**config.mk**
```make
export PLATFORM = sky130hd
export DESIGN_NAME = corewar_instruction_decoder_flat
export DESIGN_NICKNAME = d
export VERILOG_FILES = /design/src/rtl/core/cwdec_pkg.sv /design/src/rtl/core/cwdec_in_if.sv /design/src/rtl/core/cwdec_out_if.sv /design/src/rtl/core/corewar_instruction_decoder.sv /design/src/rtl/core/cwdec_core.sv /design/src/flat_wrapper.sv
export SDC_FILE = /design/constraint.sdc
export NUM_CORES = 1
export LEC_CHECK = 0
export ABC_AREA = 1
export BUFFER_PORTS_ARGS = -buffer_cell sky130_fd_sc_hd__buf_2
export CORE_UTILIZATION = 40
export DETAILED_ROUTE_END_ITERATION = 10
export GPL_TIMING_DRIVEN = 1
export PLACE_DENSITY = 0.56
export SYNTH_ARGS = -nofsm -noshare
export SYNTH_HDL_FRONTEND = slang
export SYNTH_HIERARCHICAL = 1
export SYNTH_SLANG_ARGS = --single-unit
```
**constraint.sdc**
```tcl
create_clock -name clk -period 8.4 [get_ports clk]
set_clock_uncertainty 0.15 [all_clocks]
set_input_delay 0.42 -clock clk [delete_from_list [all_inputs] [get_ports clk]]
set_output_delay 0.42 -clock clk [all_outputs]
set_load 0.1 [all_outputs]
```
**src/rtl/core/cwdec_pkg.sv**
```systemverilog
// cwdec_pkg: opcode table, type codes, status codes and the result record
// of the bytecode instruction decoder. No dependencies.
`default_nettype none

package cwdec_pkg;

  localparam logic [1:0] ST_OK      = 2'd0;
  localparam logic [1:0] ST_UNKNOWN = 2'd1;
  localparam logic [1:0] ST_BADTYPE = 2'd2;

  localparam logic [1:0] T_NONE = 2'd0;
  localparam logic [1:0] T_REG  = 2'd1;
  localparam logic [1:0] T_DIR  = 2'd2;
  localparam logic [1:0] T_IND  = 2'd3;

  localparam logic [2:0] A_REG = 3'b001;
  localparam logic [2:0] A_DIR = 3'b010;
  localparam logic [2:0] A_IND = 3'b100;
  localparam logic [2:0] A_RDI = A_REG | A_DIR | A_IND;

  localparam logic [7:0] OPC_MAX     = 8'h10;
  localparam logic [7:0] ENC_IMPLIED = 8'h80;

  typedef struct packed {
    logic [1:0]      count;
    logic            has_enc;
    logic            small_dir;
    logic [2:0][2:0] allow;
  } op_desc_t;

  typedef struct packed {
    logic [1:0]        status;
    logic [7:0]        opcode;
    logic [1:0]        param_count;
    logic [1:0]        type_a;
    logic [1:0]        type_b;
    logic [1:0]        type_c;
    logic signed [31:0] value_a;
    logic signed [31:0] value_b;
    logic signed [31:0] value_c;
    logic [3:0]        size;
  } res_t;

  function automatic op_desc_t mk_desc(input logic [1:0] count, input logic has_enc,
                                       input logic small_dir, input logic [2:0] a0,
                                       input logic [2:0] a1, input logic [2:0] a2);
    op_desc_t d;
    d.count     = count;
    d.has_enc   = has_enc;
    d.small_dir = small_dir;
    d.allow     = {a2, a1, a0};
    return d;
  endfunction

  function automatic op_desc_t op_desc(input logic [4:0] op);
    op_desc_t d;
    case (op)
      5'd1:    d = mk_desc(2'd1, 1'b0, 1'b0, A_DIR, 3'b000, 3'b000);
      5'd2:    d = mk_desc(2'd2, 1'b1, 1'b0, A_DIR | A_IND, A_REG, 3'b000);
      5'd3:    d = mk_desc(2'd2, 1'b1, 1'b0, A_REG, A_IND | A_REG, 3'b000);
      5'd4:    d = mk_desc(2'd3, 1'b1, 1'b0, A_REG, A_REG, A_REG);
      5'd5:    d = mk_desc(2'd3, 1'b1, 1'b0, A_REG, A_REG, A_REG);
      5'd6:    d = mk_desc(2'd3, 1'b1, 1'b0, A_RDI, A_RDI, A_REG);
      5'd7:    d = mk_desc(2'd3, 1'b1, 1'b0, A_RDI, A_RDI, A_REG);
      5'd8:    d = mk_desc(2'd3, 1'b1, 1'b0, A_RDI, A_RDI, A_REG);
      5'd9:    d = mk_desc(2'd1, 1'b0, 1'b1, A_DIR, 3'b000, 3'b000);
      5'd10:   d = mk_desc(2'd3, 1'b1, 1'b1, A_RDI, A_DIR | A_REG, A_REG);
      5'd11:   d = mk_desc(2'd3, 1'b1, 1'b1, A_REG, A_RDI, A_DIR | A_REG);
      5'd12:   d = mk_desc(2'd1, 1'b0, 1'b1, A_DIR, 3'b000, 3'b000);
      5'd13:   d = mk_desc(2'd2, 1'b1, 1'b0, A_DIR | A_IND, A_REG, 3'b000);
      5'd14:   d = mk_desc(2'd3, 1'b1, 1'b1, A_RDI, A_DIR | A_REG, A_REG);
      5'd15:   d = mk_desc(2'd1, 1'b0, 1'b1, A_DIR, 3'b000, 3'b000);
      5'd16:   d = mk_desc(2'd1, 1'b1, 1'b0, A_REG, 3'b000, 3'b000);
      default: d = mk_desc(2'd0, 1'b0, 1'b0, 3'b000, 3'b000, 3'b000);
    endcase
    return d;
  endfunction

endpackage

`default_nettype wire

```
**src/rtl/core/cwdec_in_if.sv**
```systemverilog
// cwdec_in_if: input byte channel of the instruction decoder.
// Standalone, no dependencies.
`default_nettype none

interface cwdec_in_if;
  logic       valid;
  logic       ready;
  logic [7:0] data_byte;
  logic       restart;

  modport source (output valid, output data_byte, output restart, input ready);
  modport sink (input valid, input data_byte, input restart, output ready);
endinterface

`default_nettype wire

```
**src/rtl/core/cwdec_out_if.sv**
```systemverilog
// cwdec_out_if: decoded instruction channel of the instruction decoder.
// Standalone, no dependencies.
`default_nettype none

interface cwdec_out_if;
  logic               valid;
  logic               ready;
  logic [1:0]         status;
  logic [7:0]         opcode;
  logic [1:0]         param_count;
  logic [1:0]         type_a;
  logic [1:0]         type_b;
  logic [1:0]         type_c;
  logic signed [31:0] value_a;
  logic signed [31:0] value_b;
  logic signed [31:0] value_c;
  logic [3:0]         size;

  modport source (output valid, output status, output opcode, output param_count,
                  output type_a, output type_b, output type_c, output value_a,
                  output value_b, output value_c, output size, input ready);
  modport sink (input valid, input status, input opcode, input param_count,
                input type_a, input type_b, input type_c, input value_a,
                input value_b, input value_c, input size, output ready);
endinterface

`default_nettype wire

```
**src/rtl/core/corewar_instruction_decoder.sv**
```systemverilog
// corewar_instruction_decoder: top level, result register and skid stage.
// Depends on cwdec_pkg, cwdec_in_if, cwdec_out_if and cwdec_core.
//
// Usage:
//   in_ch carries one bytecode byte per beat (data_byte, restart); a beat
//   is taken when valid and ready are both high. restart drops any partial
//   instruction and takes the byte as an opcode.
//   out_ch carries one decoded instruction per beat: status, opcode,
//   param_count, the three types and values, and size in bytes.
//   Throughput: one byte per cycle while in_ch.ready is high; the decode state updates
//   in the accepting cycle and the result, if any, is registered.
//   Result: registered at the edge that takes the last byte of the
//   instruction (or the failing byte), into the result register if it is
//   empty or being emptied, else into the skid stage.
//   Stall: a result register plus a one-entry skid stage; in_ch.ready drops
//   only while the skid stage holds a result, so input keeps flowing while
//   one result waits.
//   Reset: rst_n low at a clock edge empties both stages and returns the
//   decoder to awaiting an opcode.
`default_nettype none

module corewar_instruction_decoder import cwdec_pkg::*; (
  input  logic         clk,
  input  logic         rst_n,
  cwdec_in_if.sink     in_ch,
  cwdec_out_if.source  out_ch
);

  logic accept, pop, res_valid;
  res_t res;

  logic out_valid_r, out_valid_nxt;
  logic skid_valid_r, skid_valid_nxt;
  res_t out_res_r, out_res_nxt;
  res_t skid_res_r, skid_res_nxt;

  assign in_ch.ready = !skid_valid_r;
  assign accept      = in_ch.valid && in_ch.ready;
  assign pop         = out_valid_r && out_ch.ready;

  cwdec_core u_core (
    .clk       (clk),
    .rst_n     (rst_n),
    .accept    (accept),
    .data_byte (in_ch.data_byte),
    .restart   (in_ch.restart),
    .res_valid (res_valid),
    .res       (res)
  );

  always_comb begin
    out_valid_nxt  = out_valid_r;
    skid_valid_nxt = skid_valid_r;
    out_res_nxt    = out_res_r;
    skid_res_nxt   = skid_res_r;
    if (skid_valid_r) begin
      if (pop) begin
        out_res_nxt    = skid_res_r;
        skid_valid_nxt = 1'b0;
      end
    end else if (res_valid) begin
      if (!out_valid_r || pop) begin
        out_res_nxt   = res;
        out_valid_nxt = 1'b1;
      end else begin
        skid_res_nxt   = res;
        skid_valid_nxt = 1'b1;
      end
    end else if (pop) begin
      out_valid_nxt = 1'b0;
    end
  end

  always_ff @(posedge clk) begin
    if (!rst_n) begin
      out_valid_r  <= 1'b0;
      skid_valid_r <= 1'b0;
    end else begin
      out_valid_r  <= out_valid_nxt;
      skid_valid_r <= skid_valid_nxt;
    end
  end

  always_ff @(posedge clk) begin
    out_res_r  <= out_res_nxt;
    skid_res_r <= skid_res_nxt;
  end

  assign out_ch.valid       = out_valid_r;
  assign out_ch.status      = out_res_r.status;
  assign out_ch.opcode      = out_res_r.opcode;
  assign out_ch.param_count = out_res_r.param_count;
  assign out_ch.type_a      = out_res_r.type_a;
  assign out_ch.type_b      = out_res_r.type_b;
  assign out_ch.type_c      = out_res_r.type_c;
  assign out_ch.value_a     = out_res_r.value_a;
  assign out_ch.value_b     = out_res_r.value_b;
  assign out_ch.value_c     = out_res_r.value_c;
  assign out_ch.size        = out_res_r.size;

`ifndef SYNTHESIS
  a_skid_needs_out: assert property (@(posedge clk) disable iff (!rst_n)
    skid_valid_r |-> out_valid_r)
    else $error("skid stage holds a beat while the result register is empty");

  a_skid_holds: assert property (@(posedge clk) disable iff (!rst_n)
    (skid_valid_r && !out_ch.ready) |=> (skid_valid_r && $stable(skid_res_r)))
    else $error("skid beat lost or changed during stall");

  a_overflow_to_skid: assert property (@(posedge clk) disable iff (!rst_n)
    (res_valid && out_valid_r && !out_ch.ready) |=> skid_valid_r)
    else $error("result produced during stall was not parked");

  a_unknown_shape: assert property (@(posedge clk) disable iff (!rst_n)
    (out_ch.valid && out_ch.status == ST_UNKNOWN)
      |-> (out_ch.size == 4'd1 && out_ch.param_count == 2'd0))
    else $error("unknown opcode result has wrong size or count");
`endif

endmodule

`default_nettype wire

```
**src/rtl/core/cwdec_core.sv**
```systemverilog
// cwdec_core: per-byte decode state and result formation.
// Depends on cwdec_pkg.
`default_nettype none

module cwdec_core import cwdec_pkg::*; (
  input  logic       clk,
  input  logic       rst_n,
  input  logic       accept,
  input  logic [7:0] data_byte,
  input  logic       restart,
  output logic       res_valid,
  output res_t       res
);

  typedef enum logic [2:0] {
    PH_OPC = 3'b001,
    PH_ENC = 3'b010,
    PH_PAR = 3'b100
  } phase_t;

  phase_t           phase_r, phase_nxt;
  logic [4:0]       held_r, held_nxt;
  logic [7:0]       enc_r, enc_nxt;
  logic [1:0]       pidx_r, pidx_nxt;
  logic [2:0]       left_r, left_nxt;
  logic [2:0][31:0] vals_r, vals_nxt;
  logic [2:0][1:0]  types_r, types_nxt;
  logic [3:0]       bcnt_r, bcnt_nxt;

  function automatic logic [1:0] type_of(input logic [7:0] enc, input logic [1:0] idx);
    logic [1:0] t;
    case (idx)
      2'd0:    t = enc[7:6];
      2'd1:    t = enc[5:4];
      default: t = enc[3:2];
    endcase
    return t;
  endfunction

  function automatic logic [2:0] param_len(input logic [1:0] t, input logic small_dir);
    logic [2:0] n;
    if (t == T_REG) begin
      n = 3'd1;
    end else if (t == T_IND) begin
      n = 3'd2;
    end else begin
      n = small_dir ? 3'd2 : 3'd4;
    end
    return n;
  endfunction

  function automatic logic [2:0] type_bit(input logic [1:0] t);
    logic [2:0] b;
    unique case (t)
      T_REG:   b = A_REG;
      T_DIR:   b = A_DIR;
      T_IND:   b = A_IND;
      default: b = 3'b000;
    endcase
    return b;
  endfunction

  function automatic logic types_ok(input op_desc_t d, input logic [7:0] enc);
    logic ok;
    ok = 1'b1;
    for (int i = 0; i < 3; i++) begin
      if ((2'(i) < d.count) && ((d.allow[i] & type_bit(type_of(enc, 2'(i)))) == 3'b000)) begin
        ok = 1'b0;
      end
    end
    return ok;
  endfunction

  phase_t           cur_phase;
  op_desc_t         desc, new_desc;
  logic [1:0]       idx, pnext, nidx, t_new;
  logic [2:0]       left_dec;
  logic [1:0]       em_status, em_count;
  logic [7:0]       em_opcode;
  logic [3:0]       em_size;
  logic [2:0][1:0]  em_types;
  logic [2:0][31:0] em_vals;
  logic [2:0][1:0]  out_types;
  logic [2:0][31:0] out_vals;

  always_comb begin
    phase_nxt = phase_r;
    held_nxt  = held_r;
    enc_nxt   = enc_r;
    pidx_nxt  = pidx_r;
    left_nxt  = left_r;
    vals_nxt  = vals_r;
    types_nxt = types_r;
    bcnt_nxt  = bcnt_r;
    res_valid = 1'b0;
    em_status = ST_OK;
    em_opcode = {3'b000, held_r};
    em_count  = 2'd0;
    em_size   = bcnt_r;
    t_new     = T_NONE;
    cur_phase = restart ? PH_OPC : phase_r;
    desc      = op_desc(held_r);
    new_desc  = op_desc(data_byte[4:0]);
    idx       = (pidx_r == 2'd3) ? 2'd2 : pidx_r;
    pnext     = pidx_r + 2'd1;
    nidx      = (pnext == 2'd3) ? 2'd2 : pnext;
    left_dec  = (left_r != 3'd0) ? left_r - 3'd1 : 3'd0;
    if (accept) begin
      unique case (cur_phase)
        PH_ENC: begin
          enc_nxt  = data_byte;
          bcnt_nxt = bcnt_r + 4'd1;
          if (!types_ok(desc, data_byte)) begin
            res_valid = 1'b1;
            em_status = ST_BADTYPE;
            em_count  = desc.count;
            em_size   = bcnt_nxt;
            phase_nxt = PH_OPC;
          end else begin
            t_new        = type_of(data_byte, 2'd0);
            pidx_nxt     = 2'd0;
            types_nxt[0] = t_new;
            vals_nxt[0]  = 32'd0;
            left_nxt     = param_len(t_new, desc.small_dir);
            phase_nxt    = PH_PAR;
          end
        end
        PH_PAR: begin
          vals_nxt[idx] = {vals_r[idx][23:0], data_byte};
          bcnt_nxt      = bcnt_r + 4'd1;
          left_nxt      = left_dec;
          if (left_dec == 3'd0) begin
            pidx_nxt = pnext;
            if (pnext >= desc.count) begin
              res_valid = 1'b1;
              em_status = ST_OK;
              em_count  = desc.count;
              em_size   = bcnt_nxt;
              phase_nxt = PH_OPC;
            end else begin
              t_new           = type_of(enc_r, nidx);
              types_nxt[nidx] = t_new;
              vals_nxt[nidx]  = 32'd0;
              left_nxt        = param_len(t_new, desc.small_dir);
            end
          end
        end
        default: begin
          types_nxt = '0;
          vals_nxt  = '0;
          pidx_nxt  = 2'd0;
          left_nxt  = 3'd0;
          bcnt_nxt  = 4'd1;
          phase_nxt = PH_OPC;
          if (data_byte == 8'h00 || data_byte > OPC_MAX) begin
            res_valid = 1'b1;
            em_status = ST_UNKNOWN;
            em_opcode = data_byte;
            em_count  = 2'd0;
            em_size   = 4'd1;
          end else begin
            held_nxt = data_byte[4:0];
            if (new_desc.has_enc) begin
              phase_nxt = PH_ENC;
            end else begin
              enc_nxt      = ENC_IMPLIED;
              types_nxt[0] = T_DIR;
              left_nxt     = param_len(T_DIR, new_desc.small_dir);
              phase_nxt    = PH_PAR;
            end
          end
        end
      endcase
    end
  end

  always_comb begin
    if (em_status == ST_BADTYPE) begin
      for (int i = 0; i < 3; i++) begin
        em_types[i] = type_of(enc_nxt, 2'(i));
      end
      em_vals = '0;
    end else begin
      em_types = types_nxt;
      em_vals  = vals_nxt;
    end
    for (int i = 0; i < 3; i++) begin
      out_types[i] = (2'(i) < em_count) ? em_types[i] : T_NONE;
      out_vals[i]  = (2'(i) < em_count) ? em_vals[i] : 32'd0;
    end
    res.status      = em_status;
    res.opcode      = em_opcode;
    res.param_count = em_count;
    res.type_a      = out_types[0];
    res.type_b      = out_types[1];
    res.type_c      = out_types[2];
    res.value_a     = $signed(out_vals[0]);
    res.value_b     = $signed(out_vals[1]);
    res.value_c     = $signed(out_vals[2]);
    res.size        = em_size;
  end

  always_ff @(posedge clk) begin
    if (!rst_n) begin
      phase_r <= PH_OPC;
      held_r  <= 5'd0;
      enc_r   <= 8'd0;
      pidx_r  <= 2'd0;
      left_r  <= 3'd0;
      vals_r  <= '0;
      types_r <= '0;
      bcnt_r  <= 4'd0;
    end else begin
      phase_r <= phase_nxt;
      held_r  <= held_nxt;
      enc_r   <= enc_nxt;
      pidx_r  <= pidx_nxt;
      left_r  <= left_nxt;
      vals_r  <= vals_nxt;
      types_r <= types_nxt;
      bcnt_r  <= bcnt_nxt;
    end
  end

endmodule

`default_nettype wire
```
**src/flat_wrapper.sv**
```systemverilog
// flat-port wrapper written by rule: the top's interface ports become plain ports
module corewar_instruction_decoder_flat import cwdec_pkg::*;
  (clk, rst_n, in_ch_valid, in_ch_data_byte, in_ch_restart, in_ch_ready, out_ch_valid, out_ch_status, out_ch_opcode, out_ch_param_count, out_ch_type_a, out_ch_type_b, out_ch_type_c, out_ch_value_a, out_ch_value_b, out_ch_value_c, out_ch_size, out_ch_ready);
  cwdec_in_if in_ch_i ();
  cwdec_out_if out_ch_i ();
  input  logic clk;
  input  logic rst_n;
  input wire logic [$bits(in_ch_i.valid)-1:0] in_ch_valid;
  input wire logic [$bits(in_ch_i.data_byte)-1:0] in_ch_data_byte;
  input wire logic [$bits(in_ch_i.restart)-1:0] in_ch_restart;
  output wire logic [$bits(in_ch_i.ready)-1:0] in_ch_ready;
  output wire logic [$bits(out_ch_i.valid)-1:0] out_ch_valid;
  output wire logic [$bits(out_ch_i.status)-1:0] out_ch_status;
  output wire logic [$bits(out_ch_i.opcode)-1:0] out_ch_opcode;
  output wire logic [$bits(out_ch_i.param_count)-1:0] out_ch_param_count;
  output wire logic [$bits(out_ch_i.type_a)-1:0] out_ch_type_a;
  output wire logic [$bits(out_ch_i.type_b)-1:0] out_ch_type_b;
  output wire logic [$bits(out_ch_i.type_c)-1:0] out_ch_type_c;
  output wire logic [$bits(out_ch_i.value_a)-1:0] out_ch_value_a;
  output wire logic [$bits(out_ch_i.value_b)-1:0] out_ch_value_b;
  output wire logic [$bits(out_ch_i.value_c)-1:0] out_ch_value_c;
  output wire logic [$bits(out_ch_i.size)-1:0] out_ch_size;
  input wire logic [$bits(out_ch_i.ready)-1:0] out_ch_ready;
  assign in_ch_i.valid = in_ch_valid;
  assign in_ch_i.data_byte = in_ch_data_byte;
  assign in_ch_i.restart = in_ch_restart;
  assign in_ch_ready = in_ch_i.ready;
  assign out_ch_valid = out_ch_i.valid;
  assign out_ch_status = out_ch_i.status;
  assign out_ch_opcode = out_ch_i.opcode;
  assign out_ch_param_count = out_ch_i.param_count;
  assign out_ch_type_a = out_ch_i.type_a;
  assign out_ch_type_b = out_ch_i.type_b;
  assign out_ch_type_c = out_ch_i.type_c;
  assign out_ch_value_a = out_ch_i.value_a;
  assign out_ch_value_b = out_ch_i.value_b;
  assign out_ch_value_c = out_ch_i.value_c;
  assign out_ch_size = out_ch_i.size;
  assign out_ch_i.ready = out_ch_ready;
  corewar_instruction_decoder u_core (.clk(clk), .rst_n(rst_n), .in_ch(in_ch_i), .out_ch(out_ch_i));
endmodule
```
== Word level (Yosys, flattened, before mapping) ==
Memories as Yosys holds them, arrays and structs flattened. A register that Yosys moved wholly into a read port is not among the register bits.
Index checks and enable logic that the tools add are counted.

* Add/subtract/negate cells: 3
* $lt $le $gt $ge: 12
* Eq/ne operators: 26
* Muxes and demuxes: 127
* Bitwise gates (word level): 10
* Reductions and logical operators: 30

{| class="wikitable"
|+ Operator list
! kind !! count
|-
| 118-bit two-way mux || 4
|-
| 96-bit two-way mux || 4
|-
| 32-bit two-way mux || 6
|-
| 32-bit demux with 2-bit select || 2
|-
| 64-bit case mux with 2 select lines || 1
|-
| 96-bit AND || 1
|-
| 96-bit bitwise mux || 1
|-
| 96-bit NOT || 1
|-
| 3-bit two-way mux || 24
|-
| 32-bit binary-select mux with 2-bit select || 1
|-
| 32-bit case mux with 2 select lines || 1
|-
| 2-bit two-way mux || 30
|-
| 8-bit two-way mux || 6
|-
| 3-bit case mux with 3 select lines || 3
|-
| 24-bit two-way mux || 1
|-
| 4-bit two-way mux || 6
|-
| 6-bit two-way mux || 4
|-
| 2-bit equality test (second input constant) || 11
|-
| 2-bit case mux with 2 select lines || 5
|-
| 1-bit two-way mux || 18
|-
| 3-bit AND reduction || 6
|-
| 4-bit case mux with 2 select lines || 2
|-
| 8-bit case mux with 2 select lines || 1
|-
| 2-bit by 1-bit equality test with 1-bit output (second input constant) || 6
|-
| other kinds (31) || 63
|}

* Flip-flop bits (word level): 365
* Bits in read-only memories: 768
* Input bits: 13
* Output and inout bits: 120
* Memories: 2

{| class="wikitable"
|+ Memories
! memory !! words !! bits a word !! rd ports !! clocked after memory_dff !! write ports !! RTL line !! RTL
|-
| (no name shown) || 32 || 12 || 1 || 1 || 0 || cwdec_pkg.sv:57 || <nowiki>case (op)</nowiki>
|-
| (no name shown) || 32 || 12 || 1 || 0 || 0 || cwdec_pkg.sv:57 ||
|}

== Longest topological paths before layout ==
* Depth in word-level cells: 27
* Depth in mapped cells: 19
* Mapped depth without buffers: 18

== Hierarchy ==
The synthesis kept the hierarchy.

{| class="wikitable"
|+ By module, submodules not included
! module !! instances !! cells each !! area each (um2) !! sequential area each (um2)
|-
| corewar_instruction_decoder || 1 || 640 || 8,752.1 || 7,126.8
|-
| cwdec_core || 1 || 1,234 || 7,716.2 || 2,702.6
|}

== Least setup slack after synthesis ==
Ideal clock, no wire load.

* Kind: flip-flop to flip-flop
* From: register u_core.u_core.pidx_r[0]
* To: register u_core.out_res_r, in the netlist u_core/out_ch.opcode[0] (enable)
* Library setup time: 634 ps
* Arrival: 7,528 ps
* Required time: 7,616 ps
* Setup slack: 88 ps
* Cell stages (with the launch flop): 12
* Path buffers: 0
* Clock period less this slack: 8,312 ps
* Cell sequence: dfxtp_1 inv_1 ha_1 ha_1 nand2_1 nand2_1 nand2_1 o21ai_4 nand2_2 nand2_1 nand2_1 a21oi_1

* Word-level cells in the longest chain between the ends: 8

{| class="wikitable"
|+ Ends and longest elaborated chain
! element !! RTL line !! RTL
|-
| from (decl) || cwdec_core.sv:24 || <nowiki>logic [1:0] pidx_r, pidx_nxt;</nowiki>
|-
| from (signal assigned) || cwdec_core.sv:217 || <nowiki>pidx_r <= pidx_nxt;</nowiki>
|-
| 2-bit by 1-bit adder with 2-bit output || cwdec_core.sv:105 || <nowiki>pnext = pidx_r + 2'd1;</nowiki>
|-
| 2-bit >= comparator || cwdec_core.sv:134 || <nowiki>if (pnext >= desc.count) begin</nowiki>
|-
| 1-bit two-way mux || cwdec_core.sv:134 ||
|-
| 1-bit two-way mux || cwdec_core.sv:132 || <nowiki>if (left_dec == 3'd0) begin</nowiki>
|-
| 1-bit case mux with 2 select lines || cwdec_core.sv:109 || <nowiki>unique case (cur_phase)</nowiki>
|-
| 1-bit two-way mux || cwdec_core.sv:108 || <nowiki>if (accept) begin</nowiki>
|-
| named net u_core.res_valid || corewar_instruction_decoder.sv:29 || <nowiki>logic accept, pop, res_valid;</nowiki>
|-
| 2-bit nonzero test (no source line) || - ||
|-
| 3-bit AND reduction (no source line) || - ||
|-
| to (signal assigned) || corewar_instruction_decoder.sv:85 || <nowiki>out_res_r <= out_res_nxt;</nowiki>
|-
| to (decl) || corewar_instruction_decoder.sv:34 || <nowiki>res_t out_res_r, out_res_nxt;</nowiki>
|}

The timed path passes the listed nets, and every way through them passes these cells.
A chain may end at the register's enable or synchronous reset.

==> flow_summary.ini <==
[flow_run]
maxCapViolations = 0

[sta]
tightest_slew_ps = 1140
fmax_mhz = 253
finalSetupTns_ps = 0
rsz0062_at_grt = no
drv_slew = 0
setup_slack_ps = 4450
final-setup-viol-count = 0
hold_viol = 0
post-route-period-util_pct = 47.0
layout_min_cycle_time_ps = 3950
slew_headroom_pct = 23.7
whs_ps = 59.8

[setup_path]
critPathCaptureType = register
r2r_start = u_core/skid_valid_r
r2r_end = u_core/out_ch.value_c[29]
critical_path_class = reg2reg
crit_cells = 11
reg2regPathDepth = 11
cp_cell_sequence = nor2_4 -> buf_4 -> inv_1 -> buf_4 -> nor2_8 -> nand2_2 -> o21ai_4 -> a21oi_1 -> nor3_1 -> nand2_1 -> nand2_1
cpPeakStageDelay_ps = 680
start_kind = register
crit_family = simple AND/OR/NAND/NOR gates
rrSetupSlack_ps = 4450
crit_fanout = 58
cp.required_ps = 8640
arrival_ps = 4190
crit_slowest_cell = o21ai_4
crit_buf_inv = 3

[routing]
wl_per_cell_um = 17.5
drt_iter0_drc = 1133
wl_met1_um = 20100
wl_met2_um = 19900
totalWireLength_um = 44200
top_layer_used = met4
vias = 12860
via_per_inst = 5.10
drc = 0
ant_nets = 0
met3_length_um = 2480
dr.pass1.iters = 6

[power]
pwr-share-comb_pct = 13.8
p_leak_nw = 7.56
power.switching_mw = 1.29
vdd_drop_max_uv = 122
power.share.clock_pct = 40.0
swShare_pct = 29.0
p_int_mw = 3.15
seqPwrFrac_pct = 46.1
powerDensity_mw_per_mm2 = 237

[synth]
synth_edf_count = 236
synth_warnings = 6
syn_nets = 1904
synth_seq_cells = 373
async_flop_share_pct = 0
avgSynthCellArea_um2 = 8.79
ys.flop_type = edfxtp_1
syn_area_mm2 = 0.0165
synthCells = 1874
synth_cell_type_count = 39
ys_seq_area_share_pct = 59.7

[cts]
cts_resized = 0
cts.path.max_buffers = 3
cts.sinks = 373
root_buffer = clkbuf_16
cts_tree = done
cts_buffers = 40
clkLatencyLatePin_ps = 550
htreeDepth = 2
clk_pin_slew_worst_paths_ps = 60

[global_routing]
grt_max_degree = 82
grt_pass1_vias = 12216
grt-ovfl-total = 0
track_usage_pct = 21.3
antenna_found_initial = 0
grt_pass1_wl_um = 69600

[die]
dieArea_mm2 = 0.0420
core_area_mm2 = 0.0402
io_pins = 133
row_count = 73
die_h_um = 205
die_w_um = 205
start_util_pct = 41.0

[layout]
regArea_mm2 = 0.00983
drive_above_1_share_pct = 12.1
multi_input_area_mm2 = 0.00575
fillers = 3974
n_antenna_cell = 0
fin_cells = 2523
syn_to_final_growth_pct = 13.7
final_nets = 1998
postLayoutCoreUtil_pct = 46.6

[min_path]
hold_start = rst_n
min_to = u_core/u_core/phase_r[0]
hp-class = in2reg
hold_depth = 2

[placed_design]
pre_cts_slack_ps = 4450
dp_cells = 2450
globalplace.congestion = 0.913
placement.io_buffers = 132
hpwl_um = 29900

[outcome]
status = completed
==> sequential cells by signal, indices dropped and copies added, names as in the netlist, 5 cells and up <==
signal	cells
u_core/u_core/held_r	5
u_core/u_core/desc	10
u_core/out_ch.value_c	32
u_core/u_core/types_r	6
u_core/u_core/enc_r	6
u_core/u_core/vals_r	96
u_core/out_ch.value_b	32
u_core/skid_res_r	118
u_core/out_ch.opcode	8
u_core/out_ch.value_a	32
==> layout by cell type, fill, tap and decap left out, types with 3 or more instances in the layout <==
master,netlist,routed
nand2_1,726,726
edfxtp_1,236,236
nor2_1,216,215
dfxtp_1,137,136
buf_2,33,132
a21oi_1,115,114
inv_1,96,95
o21ai_0,57,57
clkbuf_16,0,41
nor3_1,39,39
nand3_1,37,37
o31ai_1,19,19
ha_1,17,17
buf_4,7,13
nand4_1,12,12
a22oi_1,10,10
o211ai_1,10,10
clkinv_2,0,9
clkinv_1,1,7
inv_2,8,7
clkbuf_1,37,6
nor2_2,6,6
and2_1,6,6
bufinv_16,0,5
nand3_2,4,4
clkinvlp_4,0,3
o21ai_4,3,3
nand2_2,3,3
or2_2,3,3
o22ai_1,3,3
==> synthesized netlist by cell type, types with 2 or more instances <==
master	instances	area share, %
a211oi_1	2	0.091
a21oi_1	115	3.5
a22oi_1	10	0.46
a31oi_1	2	0.076
and2_1	6	0.23
buf_1	4	0.091
buf_2	33	1.0
buf_4	7	0.32
buf_6	13	0.89
clkbuf_1	37	0.84
dfxtp_1	137	17
edfxtp_1	236	43
ha_1	17	1.3
inv_1	96	2.2
inv_2	8	0.18
nand2_1	726	17
nand2_2	3	0.11
nand3_1	37	1.1
nand3_2	4	0.24
nand4_1	12	0.46
nor2_1	216	4.9
nor2_2	6	0.23
nor3_1	39	1.2
o211ai_1	10	0.46
o21ai_0	57	1.7
o21ai_1	2	0.061
o21ai_2	2	0.11
o21ai_4	3	0.30
o22ai_1	3	0.11
o31ai_1	19	0.87
or2_2	3	0.11
xor2_1	2	0.11
==> timing repair <==
action | in CTS | in global routing
hold endpoints to repair | 1 | 0
setup buffers | 0 | 0
hold buffers | 1 | 0
==> worst register-to-register path: cells and delay by family (launching register included) <==
family	cells	cell delay, ps
DFF	1	530
and+or+nand+nor	6	1330
buffers and inverters	3	830
AOI/OAI and AO/OA	2	940
==> area by class of cell <==
| type | instances | area share, % |
|---|---|---|
| Tap cell | 525 | 3.51 |
| Sequential cell | 373 | 52.5 |
| Clock buffer | 48 | 5.68 |
| Inverter | 105 | 2.13 |
| Clock inverter | 24 | 1.35 |
| Timing Repair Buffer | 146 | 4.10 |
| Multi-Input combinational cell | 1302 | 30.7 |
==> routing by layer <==
metal / up-vias / global-route usage (%)
met5: - / 0
met4: 0 / 8.68
met3: 79 / 3.48
met2: 398 / 33.2
met1: 6064 / 29.6
li1: 6319 / -
==> power groups by stage <==
| stage | combinational, mW | sequential [mW] | clock, mW |
|---|---|---|---|
| after floorplan | 0.157 | 2.45 | 0 |
| after global placement | 0.614 | 2.09 | 0 |
| after detailed placement | 0.615 | 2.09 | 0 |
| after CTS | 0.616 | 2.05 | 1.82 |
| after global routing | 0.644 | 2.05 | 1.89 |
| final | 0.615 | 2.05 | 1.78 |
==> through the flow <==
step           area [um2]  power [mW]
6_report            18700        4.44
5_1_grt             18700        4.59
4_1_cts             18700        4.49
3_5_place_dp        17400        2.70
3_3_place_gp        17400        2.70
2_1_floorplan       16500        2.60
==> how the worst max path moves through the flow <==
stage,from,endpoint,slack [ps]
global placement,u_core/skid_valid_r,u_core/skid_res_r[60],4510
CTS,u_core/skid_valid_r,u_core/skid_res_r[46],4420
detailed placement,u_core/skid_valid_r,u_core/skid_res_r[56],4450
floorplan,u_core/u_core/pidx_r[0],u_core/out_ch.opcode[0],90
finish,u_core/skid_valid_r,u_core/out_ch.value_c[29],4450
global route,u_core/skid_valid_r,u_core/skid_res_r[38],4050
==> logic make-up after synthesis <==
| family | Yosys count | synth area share [%] |
|---|---|---|
| simple gates | 1055 | 25.5 |
| fa+ha+maj | 17 | 1.29 |
| buf+inv | 199 | 5.54 |
| flops | 373 | 59.7 |
| xor+xnor | 2 | 0.106 |
| compound gates | 228 | 7.89 |
No activity file was read; power rests on OpenSTA's default activity.
